$ cat src/hw/rtl/ebcr_pkg.sv
`timescale 1ns / 1ps

package ebcr_pkg;

  // Fraction bits of the Q2.14 normal.
  localparam int NORM_FRAC = 14;

  // Divider geometry: dividend, divisor and quotient widths.
  localparam int NUM_W = 52;
  localparam int DEN_W = 17;
  localparam int QUO_W = 36;

  // One divider stage per quotient bit.
  localparam int DIV_STAGES = QUO_W;

  // Stages before the divider (seven) plus stages after it (three).
  localparam int LATENCY = DIV_STAGES + 10;

  // Width of a rounded velocity correction and of the final sum.
  localparam int TERM_W = 40;
  localparam int SUM_W  = TERM_W + 1;

  // Data that rides alongside the divider.
  typedef struct packed {
    logic               go;
    logic signed [15:0] nx;
    logic signed [15:0] ny;
    logic signed [31:0] avx;
    logic signed [31:0] avy;
    logic signed [31:0] bvx;
    logic signed [31:0] bvy;
  } side_t;

  // Clamp a wide signed value to the signed 32-bit range.
  function automatic logic [31:0] sat32(input logic signed [SUM_W-1:0] v);
    logic signed [SUM_W-1:0] hi;
    logic signed [SUM_W-1:0] lo;
    hi = SUM_W'(signed'(32'sh7fffffff));
    lo = SUM_W'(signed'(32'sh80000000));
    if (v > hi) begin
      return 32'h7fffffff;
    end else if (v < lo) begin
      return 32'h80000000;
    end else begin
      return v[31:0];
    end
  endfunction

endpackage

$ cat src/hw/rtl/ebcr_div.sv
`timescale 1ns / 1ps

// Pipelined restoring divider: one quotient bit per stage. The quotient
// must fit in QUO_W bits, so the top dividend bits start below the divisor.
module ebcr_div (
  input  logic                         clk,
  input  logic [ebcr_pkg::NUM_W-1:0]   num,
  input  logic [ebcr_pkg::DEN_W-1:0]   den,
  output logic [ebcr_pkg::QUO_W-1:0]   quo
);

  localparam int QW = ebcr_pkg::QUO_W;
  localparam int DW = ebcr_pkg::DEN_W;
  localparam int NW = ebcr_pkg::NUM_W;
  localparam int WW = DW + QW;

  logic [WW-1:0] work     [0:QW-1];
  logic [DW-1:0] dv       [0:QW-1];
  logic [WW-1:0] stage_in [0:QW-1];
  logic [DW-1:0] den_in   [0:QW-1];

  // The first stage holds the leading dividend bits as its partial remainder.
  assign stage_in[0] = {{(DW - (NW - QW)){1'b0}}, num};
  assign den_in[0]   = den;

  genvar k;
  generate
    for (k = 1; k < QW; k++) begin : g_link
      assign stage_in[k] = work[k-1];
      assign den_in[k]   = dv[k-1];
    end

    for (k = 0; k < QW; k++) begin : g_stage
      logic [DW:0]   trial;
      logic [DW:0]   diff;
      logic          ge;
      logic [DW-1:0] rem_new;

      // Shift in the next dividend bit and try a subtract.
      assign trial   = stage_in[k][WW-1:QW-1];
      assign diff    = trial - {1'b0, den_in[k]};
      assign ge      = trial >= {1'b0, den_in[k]};
      assign rem_new = ge ? diff[DW-1:0] : trial[DW-1:0];

      always_ff @(posedge clk) begin
        work[k] <= {rem_new, stage_in[k][QW-2:0], ge};
        dv[k]   <= den_in[k];
      end
    end
  endgenerate

  assign quo = work[QW-1][QW-1:0];

endmodule

$ cat config.mk
export PLATFORM = sky130hd
export DESIGN_NAME = ebcr_div
export DESIGN_NICKNAME = d
export VERILOG_FILES = /design/src/hw/rtl/ebcr_pkg.sv /design/src/hw/rtl/ebcr_div.sv
export SDC_FILE = /design/constraint.sdc
export NUM_CORES = 2
export LEC_CHECK = 0
export ABC_CLOCK_PERIOD_IN_PS = 3510
export BUFFER_PORTS_ARGS = -buffer_cell sky130_fd_sc_hd__buf_2
export CAP_MARGIN = 10
export CORE_ASPECT_RATIO = 1.5
export CORE_MARGIN = 3
export CORE_UTILIZATION = 41
export CTS_CLUSTER_SIZE = 20
export DETAILED_ROUTE_END_ITERATION = 12
export SLEW_MARGIN = 5
export SYNTH_ARGS = -nofsm -noshare
export SYNTH_HDL_FRONTEND = slang
export SYNTH_SLANG_ARGS = --single-unit
export TNS_END_PERCENT = 50
$ cat constraint.sdc
create_clock -name clk -period 3.51 [get_ports clk]
set_input_delay 0 -clock clk [delete_from_list [all_inputs] [get_ports clk]]
set_output_delay 0 -clock clk [all_outputs]
set_load 0.05 [all_outputs]
After elaboration in Yosys (flattened, before gate mapping). Memory sizes are Yosys's and may differ from the RTL's. Cells that the tools add are included.

Bits in read-only memories: 0. Bits in latches: 0. Memories kept: 2. Bits in registers: 0. Bits of input ports: 70. Bits in writable memories: 2520.

Memories: work (words 36, bits a word 53, rd ports 36, clocked after memory_dff 0, wr ports 36, line ebcr_div.sv:17) `logic [WW-1:0] work [0:QW-1];`; dv (words 36, bits a word 17, rd ports 35, clocked after memory_dff 0, wr ports 36, line ebcr_div.sv:18) `logic [DW-1:0] dv [0:QW-1];`.

Order comparisons: 36. Eq/ne operators: 0. Shift operators: 0. Bitwise logic cells: 0. $mul: 0. Divide/modulo/power cells: 0. Reductions and logical operators: 0. Add/subtract/negate cells: 36. Muxes and demuxes: 36.

Operators with widths (count): $ge 18x17->1 (35); $mux 17 (36); $sub 17x17->17 (36); $ge 17x17->1 (1).

Longest topological paths before layout. An unclocked memory read counts as a cell.

Depth after elaboration: 3. Depth in mapped cells: 14. Gate-level depth less buffers: 12.

Worst setup path before layout. No wires, ideal clock.

Kind: register to register. Start point: memory work[4][35] in the netlist's numbering. End point: memory work[4][100] in the netlist's numbering. Stages on the path, launching flop included: 15. Path slack: 707 ps. Period minus slack after synthesis: 2803 ps. Library setup time: 121 ps. Buffers on the path: 2. Data arrival time: 2682 ps. Cell sequence: dfxtp_1 -> inv_1 -> ha_1 -> inv_1 -> fa_1 -> a211oi_1 -> o21bai_1 -> a21oi_2 -> o21a_2 -> o31a_1 -> o21ai_1 -> a211o_1 -> buf_2 -> buf_6 -> mux2_4.

RTL lines (line): start, declared (ebcr_div.sv:17).

==> flow_summary.json <==
{
  "crit_type": "input port to register",
  "setup_ws_ps": 131,
  "antenna_found_initial": 7,
  "netlist_top_cells_area": "dfxtp_1, ha_1, inv_1",
  "clockRootBuffer": "clkbuf_16",
  "overflow": 0,
  "tns_ps": 0,
  "path_delay_family": "buffers and inverters",
  "insertion_delay_ps": 870,
  "hp-start": "work[0][84]$_DFF_P_",
  "crit_start": "num[35]",
  "cp-end-kind": "register",
  "yosysMostFrequentCell": "dfxtp_1",
  "critPathMaxStageDelay_ps": 560,
  "io_pins": 106,
  "synth_top_area_share_pct": 57.8,
  "syn_area_um2": 86200,
  "synth_top_family_by_area": "compound AO/OA/AOI/OAI gates",
  "syn_inst": 7765,
  "fillCellCount": 18800,
  "ys_top_cells_by_count": "dfxtp_1, inv_1, ha_1",
  "grt_start_max_net_pins": 35,
  "area_growth_pct": 15.7,
  "period_needed_ps": 3380,
  "die-area_um2": 216000,
  "viasPerCell": 4.82,
  "syn-num-nets": 8482,
  "hold_class": "register to register",
  "leakage_uw": 0.0447,
  "synth_largest_area_cell": "dfxtp_1",
  "synthXorXnorAreaFrac_pct": 4.66,
  "nets": 8905,
  "reg2reg_depth": 10,
  "holdWs_ps": 267,
  "clk_pin_slew_ps": 70,
  "antenna_left": 0,
  "initial_core_util_pct": 41.3,
  "whs_path_depth": 0,
  "finalSetupViolations": 0,
  "grt_pass1_vias": 56000,
  "max_slew_margin_pct": 19.6,
  "globalplace.congestion": 0.892,
  "wire_per_inst_um": 16.3,
  "core_region_area_um2": 209000,
  "ys_warn_count": 0,
  "grt_pass1_wl_um": 289000,
  "period_share_pct": 96.3,
  "post-place-ws_ps": 213,
  "crit_buf_inv": 5,
  "yosysUniqueCellTypes": 100,
  "drive_above_1_share_pct": 11.1,
  "outcome": "complete, no violations",
  "synth_simple_gate_area_share_pct": 6.68,
  "fmax_ghz": 0.296,
  "synth_compound_gate_area_share_pct": 12.6,
  "first_pass_iters": 5,
  "avgSynthCellArea_um2": 11.1,
  "vias": 53900,
  "cts_max_level": 4,
  "path_common_cell": "dlygate4sd3_1",
  "startpoint_type": "input port",
  "worstPathRequired_ps": 4230,
  "num_rows": 205,
  "final-max-slew-violation-count": 0,
  "synth_mux_area_share_pct": 4.48,
  "critical_path.cell_chain": "dlygate4sd3_1 > buf_2 > dlygate4sd3_1 > inv_1 > ha_1 > nor2b_1 > o211ai_1 > nand3_1 > a21oi_1 > o21ai_0 > o21ai_1 > o2bb2ai_4 > mux2_2 > dlygate4sd3_1",
  "wl_um": 182000,
  "cts.sinks": 2486,
  "cp_num_cells": 14,
  "p_per_area_nw_per_um2": 1070,
  "synthAdderAreaFrac_pct": 9.70,
  "drcViolationCount": 0,
  "grt_setup_unrepaired": "no",
  "port_buffers": 105,
  "synth_seq_area_share_pct": 57.8,
  "ys.flop_type": "dfxtp_1",
  "critPathMaxFanout": 17,
  "finClkSkew_ps": 80.0,
  "ctsLongestPathBuffers": 4,
  "power_uw": 106000,
  "cts_tree": "built",
  "crit_slowest_cell": "dlygate4sd3_1",
  "tightest_slew_ps": 1200,
  "cts_buffers": 228,
  "dp_hpwl_um": 138000,
  "synth_edf_count": 0,
  "drt-initial-drc-count": 2080,
  "synth-seq-cells": 2486,
  "async_reset_ff_share_pct": 0,
  "peakVddDrop_mv": 0.543,
  "ff2ff_setup_slack_ps": 210,
  "reg2reg_from": "dv[21][1]$_DFF_P_",
  "critPathArrivalTime_ps": 4090,
  "final_hold_viol_count": 0,
  "grtUsageTotal_pct": 16.6,
  "dieWidth_um": 380,
  "drv_cap": 0,
  "dieHeight_um": 567
}
## cells in the final DEF (no fill, tap or decap), drive strengths merged, types with 81 or more instances in the layout
cell	count
xor2	198
inv	787
mux2	303
nand2	392
xnor2	260
nand4	83
buf	162
nor2	345
dfxtp	2486
clkbuf	291
o21a	81
nand3	87
a21oi	509
ha	612
dlygate4sd3	151
o21ai	475
a21o	211
## through the flow
step | instances | area [um^2] | util, %
4_1_cts | 11200 | 99600 | 47.8
3_3_place_gp | 10600 | 90100 | 43.2
5_1_grt | 11200 | 99700 | 47.8
3_5_place_dp | 10600 | 90100 | 43.2
2_1_floorplan | 7765 | 86200 | -
6_report | 11200 | 99700 | 47.8
## repair_timing
| item | in CTS | in global routing |
|---|---|---|
| hold buffers | 151 | 0 |
| hold endpoints to repair | 70 | 0 |
| endpoints found under the setup margin | 0 | 14 |
| resized for setup | 0 | 3 |
| buffers inserted | 0 | 5 |
## worst register-to-register path, stage by stage, from the launching register on
cell      delay, ps
dfxtp_1         490
inv_1           140
fa_1            480
a211oi_1        270
o21bai_1        130
a21oi_2         200
o21a_2          190
o31a_1          150
o21ai_1          70
a211o_1         640
mux2_4          430
## layer usage
metal,routed length [um],GRT usage (%),up-vias,share of wire (%)
li1,-,-,27300,-
met1,63500,15.6,25100,35
met2,101000,33.3,970,55
met3,5470,2.25,548,3.0
met4,12200,10.3,0,6.7
met5,0,0,-,0
## final cells by class
type,count,area (um^2),share of cell area (%)
antenna,7,17.5,0.0176
sequential,2486,49800,49.9
inverter,774,2910,2.91
timing repair buffer,313,2530,2.54
multi-input combinational,4385,33000,33.1
clock inverter,122,1630,1.64
tap,2794,3500,3.51
clock buffer,291,6370,6.40
## flip-flops by register name, summed over array words and instances, names as in the netlist
name,flops
dv,595
work,1891
## power breakdown
part	internal [uW]	total (uW)	switching [uW]
logic	18400	39500	21100
registers	36700	41000	4330
clock network	15200	25800	10600
total	70300	106000	36000
## final timing paths
| kind | endpoint |
|---|---|
| worst min-delay path | work[0][138]$_DFF_P_ |
| worst min register to register | work[0][138]$_DFF_P_ |
| worst max-delay path | work[0][51]$_DFF_P_ |
| worst max register to register | work[5][155]$_DFF_P_ |
## logic make-up (layout without fill, tap and decap cells)
family                   count (synthesis)  count (layout)
buffers and inverters                  894            1500
adder cells (fa/ha/maj)                647             647
multiplexers                           329             329
flip-flops                            2486            2486
XOR/XNOR                               458             458
AND/OR/NAND/NOR                       1226            1226
AO/OA/AOI/OAI                         1725            1725
other                                    0               7
Power figures use the tool's default switching activity.
